$ cat src/hdl/windowed_mean_outlier_reject_unit_assert.svh
// Assertion macros shared by the outlier reject unit
`ifndef WINDOWED_MEAN_OUTLIER_REJECT_UNIT_ASSERT_SVH
`define WINDOWED_MEAN_OUTLIER_REJECT_UNIT_ASSERT_SVH

// same-cycle implication, reset masked
`define WMOR_ASSERT_SAME(lbl, clk, rst_n, ante, cons, msg) \
    lbl: assert property (@(posedge clk) disable iff (!rst_n) (ante) |-> (cons)) \
        else $error(msg);

// next-cycle implication, reset masked
`define WMOR_ASSERT_NEXT(lbl, clk, rst_n, ante, cons, msg) \
    lbl: assert property (@(posedge clk) disable iff (!rst_n) (ante) |=> (cons)) \
        else $error(msg);

`endif

$ cat src/hdl/wmor_pkg.sv
// Shared constants and controller/datapath bundle types for the outlier reject unit
package wmor_pkg;

    localparam int MAX_DIM_DEF      = 64;
    localparam int MAX_RADIUS_DEF   = 7;
    localparam int SAMPLE_WIDTH_DEF = 16;

    localparam int COORD_W    = 6;
    localparam int GRID_W     = 7;
    localparam int RAD_W      = 3;
    localparam int MINC_W     = 8;
    localparam int THR_W      = 16;
    localparam int VCNT_W     = 8;
    localparam int CFG_IDX_W  = 3;
    localparam int CFG_DATA_W = 16;

    localparam logic [CFG_IDX_W-1:0] CFG_GRID_WIDTH  = 3'd0;
    localparam logic [CFG_IDX_W-1:0] CFG_GRID_HEIGHT = 3'd1;
    localparam logic [CFG_IDX_W-1:0] CFG_RADIUS      = 3'd2;
    localparam logic [CFG_IDX_W-1:0] CFG_MIN_COUNT   = 3'd3;
    localparam logic [CFG_IDX_W-1:0] CFG_THRESHOLD   = 3'd4;

    localparam logic [GRID_W-1:0] GRID_W_RST    = 7'd64;
    localparam logic [GRID_W-1:0] GRID_H_RST    = 7'd64;
    localparam logic [RAD_W-1:0]  RADIUS_RST    = 3'd1;
    localparam logic [MINC_W-1:0] MIN_COUNT_RST = 8'd1;
    localparam logic [THR_W-1:0]  THRESH_RST    = 16'd0;

    localparam logic MODE_LOAD = 1'b0;
    localparam logic MODE_EVAL = 1'b1;

    typedef struct packed {
        logic in_ready;
        logic clr_wr;
        logic load_wr;
        logic cap_item;
        logic start;
        logic walk;
        logic cap_center;
        logic do_mul;
        logic do_cmp;
        logic zero_res;
        logic out_load;
    } t_cmd;

    typedef struct packed {
        logic in_valid;
        logic in_mode;
        logic in_grid;
        logic clr_last;
        logic ctr_present;
        logic walk_last;
        logic out_free;
    } t_sts;

endpackage

$ cat src/hdl/wmor_ctrl.sv
// Controller state machine: clearing sweep, request intake, window walk sequencing
module wmor_ctrl
    import wmor_pkg::*;
(
    input  logic i_clk,
    input  logic i_rst_n,
    input  t_sts i_sts,
    output t_cmd o_cmd
);
    localparam logic [3:0] S_CLEAR = 4'd0;
    localparam logic [3:0] S_IDLE  = 4'd1;
    localparam logic [3:0] S_CRD   = 4'd2;
    localparam logic [3:0] S_CCHK  = 4'd3;
    localparam logic [3:0] S_WALK  = 4'd4;
    localparam logic [3:0] S_DRAIN = 4'd5;
    localparam logic [3:0] S_MUL   = 4'd6;
    localparam logic [3:0] S_CMP   = 4'd7;
    localparam logic [3:0] S_DONE  = 4'd8;

    logic [3:0] r_state, n_state;

    always_ff @(posedge i_clk) begin
        if (!i_rst_n) r_state <= S_CLEAR;
        else r_state <= n_state;
    end

    always_comb begin
        n_state = r_state;
        o_cmd   = '0;
        case (r_state)
            S_CLEAR: begin
                o_cmd.clr_wr = 1'b1;
                if (i_sts.clr_last) n_state = S_IDLE;
            end
            S_IDLE: begin
                o_cmd.in_ready = 1'b1;
                if (i_sts.in_valid) begin
                    if (i_sts.in_mode == MODE_LOAD) begin
                        o_cmd.load_wr = 1'b1;
                    end else begin
                        o_cmd.cap_item = 1'b1;
                        if (i_sts.in_grid) begin
                            n_state = S_CRD;
                        end else begin
                            o_cmd.zero_res = 1'b1;
                            n_state        = S_DONE;
                        end
                    end
                end
            end
            S_CRD: begin
                o_cmd.start = 1'b1;
                n_state     = S_CCHK;
            end
            S_CCHK: begin
                o_cmd.cap_center = 1'b1;
                if (i_sts.ctr_present) begin
                    n_state = S_WALK;
                end else begin
                    // missing cell stays missing, no walk
                    o_cmd.zero_res = 1'b1;
                    n_state        = S_DONE;
                end
            end
            S_WALK: begin
                o_cmd.walk = 1'b1;
                if (i_sts.walk_last) n_state = S_DRAIN;
            end
            S_DRAIN: n_state = S_MUL;
            S_MUL: begin
                o_cmd.do_mul = 1'b1;
                n_state      = S_CMP;
            end
            S_CMP: begin
                o_cmd.do_cmp = 1'b1;
                n_state      = S_DONE;
            end
            S_DONE: begin
                if (i_sts.out_free) begin
                    o_cmd.out_load = 1'b1;
                    n_state        = S_IDLE;
                end
            end
            default: n_state = S_IDLE;
        endcase
    end

endmodule

$ cat config.mk
export PLATFORM = sky130hd
export DESIGN_NAME = wmor_ctrl
export DESIGN_NICKNAME = d
export VERILOG_FILES = /design/src/hdl/windowed_mean_outlier_reject_unit_assert.svh /design/src/hdl/wmor_pkg.sv /design/src/hdl/wmor_ctrl.sv
export SDC_FILE = /design/constraint.sdc
export NUM_CORES = 1
export LEC_CHECK = 0
export BUFFER_PORTS_ARGS = -buffer_cell sky130_fd_sc_hd__buf_2
export CORE_AREA = 2 2 39 41
export DETAILED_ROUTE_END_ITERATION = 7
export DIE_AREA = 0 0 41 43
export GPL_ROUTABILITY_DRIVEN = 1
export MAX_ROUTING_LAYER = met4
export PLACE_DENSITY = 0.61
export SLEW_MARGIN = 30
export SYNTH_ARGS = -nofsm -noshare
export SYNTH_HDL_FRONTEND = slang
export SYNTH_SLANG_ARGS = --single-unit
$ cat constraint.sdc
create_clock -name i_clk -period 1.77 [get_ports i_clk]
set_input_delay 0.0885 -clock i_clk [delete_from_list [all_inputs] [get_ports i_clk]]
set_output_delay 0.0885 -clock i_clk [all_outputs]
set_load 0.02 [all_outputs]
# Word-level counts from Yosys, hierarchy flattened
# Cells that the tools add are included.
classes:
  reduce_logical: 2
  n_eq_ne: 13
  n_mux: 26
op_table:
  columns: ["op", "n"]
  rows:
  - ["4-bit one-hot mux with 9 select lines", 1]
  - ["4-bit two-way mux", 7]
  - ["4-bit by 3-bit == test with 1-bit output (second input constant)", 4]
  - ["1-bit two-way mux", 15]
  - ["2-bit inequality test (second input constant)", 5]
  - ["4-bit by 2-bit == test with 1-bit output (second input constant)", 2]
  - ["5-bit AND reduction", 1]
  - ["4-bit by 1-bit == test with 1-bit output (second input constant)", 1]
  - ["4-bit == test (second input constant)", 1]
  - ["4-bit zero test", 1]
  - ["2-bit two-way mux", 2]
  - ["1-bit one-hot mux with 2 select lines", 1]
word_totals:
  ff_bits: 4
  word_cells: 42
  input_bits: 9
  out_inout_bits: 11

# Depth between registers and ports, before layout
# Gate-level depths: netlist of the first run.
depth:
  depth_word: 4
  depth_mapped: 4
  depth_no_buf: 3

# Worst setup path before layout of the first run
# No wires, ideal clock.
synth_timing:
  path_kind: "reg2out"
  from: "register r_state[1]"
  to: "output port o_cmd[8] (netlist bit)"
  arrival_ps: 1414
  required_time_ps: 1681
  n_path_buf: 1
  path_stages_with_launch: 4
  slack_ps: 267
  path_cell_list: "dfxtp_1 > buf_2 > nor3_1 > and3b_1"
synth_rtl:
  columns: ["item", "line_no", "rtl"]
  rows:
  - ["from (decl)", "wmor_ctrl.sv:20", "logic [3:0] r_state, n_state;"]
  - ["from (signal assigned)", "wmor_ctrl.sv:24", "else r_state <= n_state;"]
  - ["to (decl)", "wmor_ctrl.sv:8", "output t_cmd o_cmd"]

==> results.py, run 1 <==
metrics = {
    "drt": {
        "num_vias": 403,
        "ant_nets": 0,
        "drt-wirelength-per-cell_um": 10.8,
        "viasPerCell": 4.86,
        "drc_errors": 0,
        "wirelength_um": 899,
        "drt_pass1_iterations": 3,
        "drt-initial-drc-count": 4,
    },
    "timing": {
        "fin_crit_ns": 1.58,
        "setup_viol_count_final": 0,
        "fin_tns_setup_ns": 0,
        "hold_viol_final": 0,
        "drv_slew": 0,
        "worst_pin_slew_ns": 0.399,
        "max_slew_margin": 0.727,
        "max_clock_freq_ghz": 0.633,
        "rsz0062_at_grt": "false",
        "fin_worst_skew_ns": 0.00127,
        "hold_slack_ns": 0.137,
        "timing.final.crit_share": 0.892,
    },
    "placement": {
        "place_inst": 80,
        "gp_congestion": 0.749,
        "portBuffers": 19,
        "dpl.hpwl_um": 650,
    },
    "clocking": {
        "clk_pin_slew_ns": 0.04,
        "cts-root-buf": "clkbuf_4",
        "numCtsBuffers": 3,
        "tritoncts": "built",
        "clockBufferDepth": 2,
        "htreeDepth": 1,
        "post_cts_buffers": 0,
        "clock_latency_ns": 0.23,
        "cts_sinks": 4,
    },
    "final_layout": {
        "top_regs": "r_state x4",
        "instances_no_fill": 83,
        "syn2layout_area_growth_pct": 33.1,
        "fillers": 158,
        "finish.utilization": 0.338,
        "antenna_cells": 0,
        "fin_nets": 78,
        "layout-drive-gt1-share": 0.388,
        "largest_register_ffs": 4,
        "top_register": "r_state",
    },
    "floorplanning": {
        "die_x_um": 41,
        "initial_core_util": 0.254,
        "die_area_sq_mm": 0.00176,
        "ioPinCount": 20,
        "die_y_um": 43,
        "rows": 14,
        "core_sq_mm": 0.00138,
    },
    "synthesis": {
        "ys.flop_type": "dfxtp_1",
        "async_reset_ff_frac": 0,
        "synth_area_leader_cell": "dfxtp_1",
        "syn_area_sq_um": 352,
        "yosysSeqAreaShare": 0.228,
        "ys_seq_elements": 4,
        "synth_nets": 58,
        "postSynthAreaPerCell_sq_um": 7.18,
        "synth_common_cells": "nand2b_1, nor2_1, dfxtp_1, nor3_1",
        "synth_top_area_share": 0.228,
        "synth_edf_count": 0,
        "ys_types": 25,
        "synthTopCellsByArea": "dfxtp_1, nand2b_1, nor2_1, nor3_1, buf_2",
        "postSynthCellCount": 49,
        "yosysWarnings": 0,
    },
    "power": {
        "total_power_mw": 0.329,
        "ir_drop_mv": 0.251,
        "power_density_mw_per_mm2": 703,
        "leakagePower_nw": 0.226,
    },
    "run_status": {
        "status": "finished clean",
    },
    "setup_path": {
        "cpMaxStageDelayCell": "or4b_4",
        "worstSetupPathType": "register to primary output",
        "cp_top_family": "simple AND/OR/NAND/NOR gates",
        "crit_chain": "or4b_4 -> nor2_1 -> buf_2",
        "crit_buf_inv": 1,
        "worstPathArrival_ns": 1.49,
        "required_ns": 1.68,
        "worst_setup_path_start_kind": "register",
        "crit_fanout": 13,
        "max_stage_delay_ns": 0.59,
        "end_kind": "primary output",
    },
    "global_routing": {
        "grtUsageTotal": 0.124,
        "grt_pass1_vias": 335,
        "grt_max_degree": 16,
        "grt_pass1_wl_um": 1440,
        "overflow": 0,
        "antenna_found_initial": 0,
    },
    "run": {
        "max_cap_violations": 0,
    },
    "min_path": {
        "hp-class": "primary input to register",
    },
}
==> kinds of logic after synthesis <==
logic type,Yosys count,share of synthesized area
buffers and inverters,7,0.0961
DFF,4,0.228
AOI/OAI and AO/OA,10,0.214
and+or+nand+nor,28,0.463
==> final cells by class <==
| cell class | count | area [sq um] | area share |
|---|---|---|---|
| multi-input cells | 38 | 238 | 0.508 |
| flip-flops and latches | 4 | 81.3 | 0.174 |
| inverters | 3 | 11.3 | 0.0241 |
| well taps | 16 | 20.0 | 0.0428 |
| repair buffers | 19 | 95.1 | 0.203 |
| clock buffers | 3 | 22.5 | 0.0481 |
==> power by group <==
| part | total, mW | switching (mW) | internal, mW | leakage, nW |
|---|---|---|---|---|
| Combinational | 0.0948 | 0.0516 | 0.0432 | 0.179 |
| Sequential | 0.119 | 0.0210 | 0.0983 | 0.0329 |
| Clock | 0.115 | 0.0388 | 0.0760 | 0.0138 |
==> worst paths after layout <==
| path | endpoint | slack, ns | cells past startpoint | start |
|---|---|---|---|---|
| worst min-delay path | r_state[3]$_SDFFE_PN0P_ | 0.14 | 2 | i_rst_n |
| worst max-delay path | o_cmd[0] | 0.19 | 3 | r_state[2]$_SDFFE_PN0P_ |
| worst max register to register | r_state[0]$_SDFFE_PN0P_ | 0.39 | 3 | r_state[2]$_SDFFE_PN0P_ |
| worst min register to register | r_state[0]$_SDFFE_PN0P_ | 0.60 | 2 | r_state[0]$_SDFFE_PN0P_ |
==> per-layer routing <==
| metal | part of all wire | vias up | global-route usage |
|---|---|---|---|
| met2 | 0.40 | 17 | 0.144 |
| met4 | 0.010 | 0 | 0.0800 |
| met3 | 0.078 | 2 | 0.0471 |
| met5 | 0 | - | - |
| li1 | - | 211 | - |
| met1 | 0.51 | 173 | 0.173 |
==> placed cells by master, fill, tap and decap left out, drive strengths merged, types with 2 or more instances in the layout <==
cell type / synthesis / layout
nor3: 4 / 4
and3: 2 / 2
dfxtp: 4 / 4
clkbuf: 0 / 3
nand2: 3 / 3
nor2: 7 / 7
inv: 3 / 3
buf: 4 / 19
a21oi: 2 / 2
nand2b: 6 / 6
==> stage by stage <==
step                      setup slack [ns]  instance area (sq um)
after floorplan                      0.267                    352
after global placement               0.421                    444
after detailed placement             0.389                    444
after CTS                            0.106                    467
after global routing                0.0680                    468
final                                0.191                    468
==> what timing repair did <==
action / CTS / global route
resized for setup: 0 / 1
setup endpoints to repair: 0 / 1
endpoints found under the hold margin: 0 / 0
hold buffers: 0 / 0
Power figures use the tool's default switching activity.
==> inputs of run 2 (changes only) <==
Settings changed: PLACE_DENSITY 0.61 to 0.64.
==> run 2 against run 1 <==
Global-route usage down 0.32 points. Largest cell class unchanged. Critical path type unchanged. Largest power group unchanged. Final cell count unchanged. Flip-flop and latch count did not move.
==> results.py, run 2 (synthesis gave the netlist of run 1 again) <==
metrics = {
    "run_status": {
        "status": "finished clean",
    },
    "final_layout": {
        "multi_input_area_sq_um": 238,
        "fin_nets": 78,
        "syn2layout_area_growth_pct": 33.1,
        "antenna_cells": 0,
        "layout-drive-gt1-share": 0.388,
        "top_regs": "r_state x4",
        "layout_common_cells": "buf_2, nand2b_1, nor2_1",
        "fillers": 153,
        "layout_commonest_cell": "buf_2",
        "top_register": "r_state",
        "finish.utilization": 0.338,
        "final_area_sq_um": 468,
        "ff_latch_area_sq_um": 81.3,
        "largest_register_ffs": 4,
        "instances_no_fill": 83,
    },
    "placement": {
        "placed_cell_area_sq_um": 444,
        "pre_cts_slack_ns": 0.414,
        "place_inst": 80,
        "gp_congestion": 0.740,
        "dpl.hpwl_um": 638,
        "portBuffers": 19,
    },
    "setup_path": {
        "crit_fanout": 13,
        "worstSetupPathType": "register to primary output",
        "rr_worst_depth": 3,
        "required_ns": 1.68,
        "end_kind": "primary output",
        "worst_setup_path_start_kind": "register",
        "worstPathArrival_ns": 1.49,
    },
    "floorplanning": {
        "die_y_um": 43,
        "die_x_um": 41,
        "core_sq_mm": 0.00138,
        "die_area_sq_mm": 0.00176,
        "rows": 14,
        "initial_core_util": 0.254,
        "ioPinCount": 20,
    },
    "min_path": {
        "hp-class": "primary input to register",
        "min_path_cells": 2,
    },
    "clocking": {
        "clockBufferDepth": 2,
        "cts_sinks": 4,
        "clock_latency_ns": 0.24,
        "cts-root-buf": "clkbuf_4",
        "tritoncts": "built",
        "htreeDepth": 1,
        "clk_pin_slew_ns": 0.04,
        "numCtsBuffers": 3,
    },
    "global_routing": {
        "grt_pass1_wl_um": 1430,
        "overflow": 0,
        "antenna_found_initial": 0,
        "grt_pass1_vias": 327,
        "grtUsageTotal": 0.121,
        "grt_max_degree": 16,
    },
    "timing": {
        "max_clock_freq_ghz": 0.632,
        "fin_tns_setup_ns": 0,
        "hold_slack_ns": 0.146,
        "timing.final.crit_share": 0.894,
        "rsz0062_at_grt": "false",
        "max_slew_margin": 0.720,
        "hold_viol_final": 0,
        "worst_pin_slew_ns": 0.409,
        "fin_crit_ns": 1.58,
        "setup_viol_count_final": 0,
        "layout_setup_ws_ns": 0.187,
        "drv_slew": 0,
        "fin_worst_skew_ns": 0.00102,
    },
    "drt": {
        "drt-wirelength-per-cell_um": 10.6,
        "viasPerCell": 4.96,
        "drt_pass1_iterations": 4,
        "ant_nets": 0,
        "drt-initial-drc-count": 5,
        "wirelength_um": 881,
        "drc_errors": 0,
        "num_vias": 412,
    },
    "power": {
        "ir_drop_mv": 0.189,
        "power_density_mw_per_mm2": 704,
        "leakagePower_nw": 0.226,
        "total_power_mw": 0.329,
    },
    "run": {
        "max_cap_violations": 0,
    },
}
## run 2: critical path, cell delays in order, from the launching register on
cell     delay [ns]
dfxtp_1        0.42
or4b_4         0.59
nor2_1         0.09
buf_2          0.16
## run 2: routing by layer
| layer | vias to the layer above | global-route usage | wire length (um) |
|---|---|---|---|
| met5 | - | - | 0 |
| met4 | 0 | 0.0800 | 19 |
| met3 | 4 | 0.0157 | 73 |
| met2 | 18 | 0.144 | 377 |
| met1 | 176 | 0.182 | 410 |
| li1 | 214 | - | - |
## run 2: path summary, 6_finish.rpt
kind              slack (ns)                    start                       to
setup reg to reg        0.43  r_state[2]$_SDFFE_PN0P_  r_state[0]$_SDFFE_PN0P_
hold / removal          0.15                  i_rst_n  r_state[3]$_SDFFE_PN0P_
setup / recovery        0.19  r_state[2]$_SDFFE_PN0P_                 o_cmd[0]
hold reg to reg         0.59  r_state[0]$_SDFFE_PN0P_  r_state[0]$_SDFFE_PN0P_
## run 2: report_power, final
group          switching (mW)  internal (mW)
Clock                  0.0401         0.0760
Sequential             0.0197         0.0983
Combinational          0.0520         0.0432
## run 2: cell type report
class / count / share of cell area
Tap cell: 16 / 0.0428
Sequential cell: 4 / 0.174
Timing Repair Buffer: 19 / 0.203
Multi-Input combinational cell: 38 / 0.508
Inverter: 3 / 0.0241
Clock buffer: 3 / 0.0481
## run 2: repair_timing
| action | 4_1_cts | 5_1_grt |
|---|---|---|
| endpoints found under the setup margin | 0 | 1 |
| buffers inserted | 0 | 0 |
| resized for setup | 0 | 1 |
| hold buffers | 0 | 0 |
==> inputs of run 3 (changes only) <==
Settings changed: RECOVER_POWER set to 100.
==> run 3 against run 2 <==
Sequential power hardly changed. Clock skew about the same. Clock power hardly changed. Final cell count unchanged. Largest cell class unchanged. First-iteration DRC count stayed put. Power shrank 0.92%. Highest routed layer unchanged. Die area did not move. Count of clock-buffer cells in the layout unchanged. Worst hold slack about the same.
==> results.py, run 3 (synthesis gave the netlist of run 1 again) <==
metrics = {
    "run_status": {
        "status": "finished clean",
    },
    "setup_path": {
        "end_kind": "primary output",
        "reg2reg_to": "r_state[3]$_SDFFE_PN0P_",
        "crit_fanout": 13,
        "cpMaxStageDelayCell": "or4b_4",
        "max_stage_delay_ns": 0.59,
        "rr_worst_depth": 3,
        "required_ns": 1.68,
        "worst_setup_path_start_kind": "register",
        "crit_start": "r_state[2]$_SDFFE_PN0P_",
        "worstPathArrival_ns": 1.57,
        "crit_chain": "or4b_4 -> nor2_1 -> clkbuf_1",
        "worstSetupPathType": "register to primary output",
        "crit-reg2reg-launch": "r_state[1]$_SDFFE_PN0P_",
        "cp-endpoint": "o_cmd[0]",
        "reg2reg_slack_ns": 0.43,
    },
    "timing": {
        "worst_pin_slew_ns": 0.408,
        "setup_viol_count_final": 0,
        "timing.final.crit_share": 0.938,
        "fin_tns_setup_ns": 0,
        "rsz0062_at_grt": "false",
        "hold_viol_final": 0,
        "drv_slew": 0,
        "fin_crit_ns": 1.66,
        "fin_worst_skew_ns": 0.00105,
        "hold_slack_ns": 0.146,
        "max_clock_freq_ghz": 0.602,
        "max_slew_margin": 0.721,
    },
    "power": {
        "p_switching_mw": 0.112,
        "pwr-share-comb": 0.282,
        "switching_share": 0.344,
        "total_power_mw": 0.326,
        "p_seq_frac": 0.362,
        "clkPwrFrac": 0.356,
        "power_density_mw_per_mm2": 715,
        "leakagePower_nw": 0.187,
        "ir_drop_mv": 0.190,
        "p_int_mw": 0.214,
    },
    "run": {
        "max_cap_violations": 0,
    },
    "min_path": {
        "hp-class": "primary input to register",
        "min_path_cells": 2,
    },
    "floorplanning": {
        "rows": 14,
        "die_area_sq_mm": 0.00176,
        "core_sq_mm": 0.00138,
        "initial_core_util": 0.254,
        "die_y_um": 43,
        "ioPinCount": 20,
        "die_x_um": 41,
    },
    "clocking": {
        "cts_sinks": 4,
        "cts-root-buf": "clkbuf_4",
        "htreeDepth": 1,
        "clock_latency_ns": 0.24,
        "post_cts_buffers": 0,
        "clockBufferDepth": 2,
        "tritoncts": "built",
        "clk_pin_slew_ns": 0.04,
        "numCtsBuffers": 3,
    },
    "final_layout": {
        "layout_common_cells": "clkbuf_1, buf_2, nand2b_1, nor2_1, nor3_1",
        "finish.utilization": 0.330,
        "fillers": 159,
        "antenna_cells": 0,
        "fin_nets": 78,
        "layout-drive-gt1-share": 0.254,
        "top_register": "r_state",
        "final_area_sq_um": 457,
        "largest_register_ffs": 4,
        "layout_commonest_cell": "clkbuf_1",
        "syn2layout_area_growth_pct": 29.9,
        "top_regs": "r_state x4",
    },
    "drt": {
        "drt_pass1_iterations": 4,
        "viasPerCell": 4.95,
        "num_vias": 411,
        "drt-initial-drc-count": 5,
        "wirelength_um": 869,
        "ant_nets": 0,
        "drt-wirelength-per-cell_um": 10.5,
        "drc_errors": 0,
    },
    "global_routing": {
        "grtUsageTotal": 0.121,
        "grt_max_degree": 16,
        "grt_use_met3": 0.0157,
        "antenna_found_initial": 0,
        "grt_pass1_vias": 327,
        "grt_pass1_wl_um": 1430,
        "use_met1": 0.182,
        "met2_usage": 0.144,
        "grt.busiest_layer": "met1",
        "overflow": 0,
    },
    "placement": {
        "dpl.hpwl_um": 638,
        "placed_cell_area_sq_um": 444,
        "gp_congestion": 0.740,
        "portBuffers": 19,
    },
}
==> run 3: worst min-delay path by stage <==
stage	endpoint	slack, ns	startpoint
floorplan	r_state[3]$_SDFFE_PN0P_	0.21	i_rst_n
global placement	r_state[3]$_SDFFE_PN0P_	0.39	i_rst_n
detailed placement	r_state[3]$_SDFFE_PN0P_	0.38	i_rst_n
CTS	r_state[3]$_SDFFE_PN0P_	0.15	i_rst_n
global route	r_state[3]$_SDFFE_PN0P_	0.16	i_rst_n
finish	r_state[3]$_SDFFE_PN0P_	0.15	i_rst_n
==> run 3: cell type report <==
cell class / instances / area (sq um) / area share
clock buffers: 3 / 22.5 / 0.0493
inverters: 3 / 11.3 / 0.0247
multi-input cells: 38 / 238 / 0.521
flip-flops and latches: 4 / 81.3 / 0.178
well taps: 16 / 20.0 / 0.0438
repair buffers: 19 / 83.8 / 0.184
==> run 3: power by group through the flow <==
stage | Combinational [mW] | Sequential, mW | Clock, mW
floorplan | 0.0802 | 0.103 | 0
CTS | 0.0963 | 0.117 | 0.125
global route | 0.102 | 0.121 | 0.124
detailed placement | 0.0956 | 0.118 | 0
finish | 0.0920 | 0.118 | 0.116
global placement | 0.0948 | 0.118 | 0
==> run 3: per-layer routing <==
| layer | wire [um] | vias up |
|---|---|---|
| met5 | 0 | - |
| met4 | 19 | 0 |
| met3 | 72 | 4 |
| met2 | 375 | 16 |
| met1 | 402 | 177 |
| li1 | - | 214 |
==> run 3: critical path, delay by kind of cell, from the launching register on <==
family	cells	cell delay, ns
buf+inv	1	0.23
flops	1	0.42
simple gates	2	0.69
==> run 3: timing repair <==
action                                  4_1_cts  5_1_grt
hold buffers                                  0        0
endpoints found under the setup margin        0        1
gates resized for setup                       0        1
==> run 3: stage by stage <==
| stage | cells | worst slack [ns] |
|---|---|---|
| global route | 83 | 0.0341 |
| detailed placement | 80 | 0.414 |
| floorplan | 49 | 0.267 |
| finish | 83 | 0.110 |
| global placement | 80 | 0.427 |
| CTS | 83 | 0.140 |
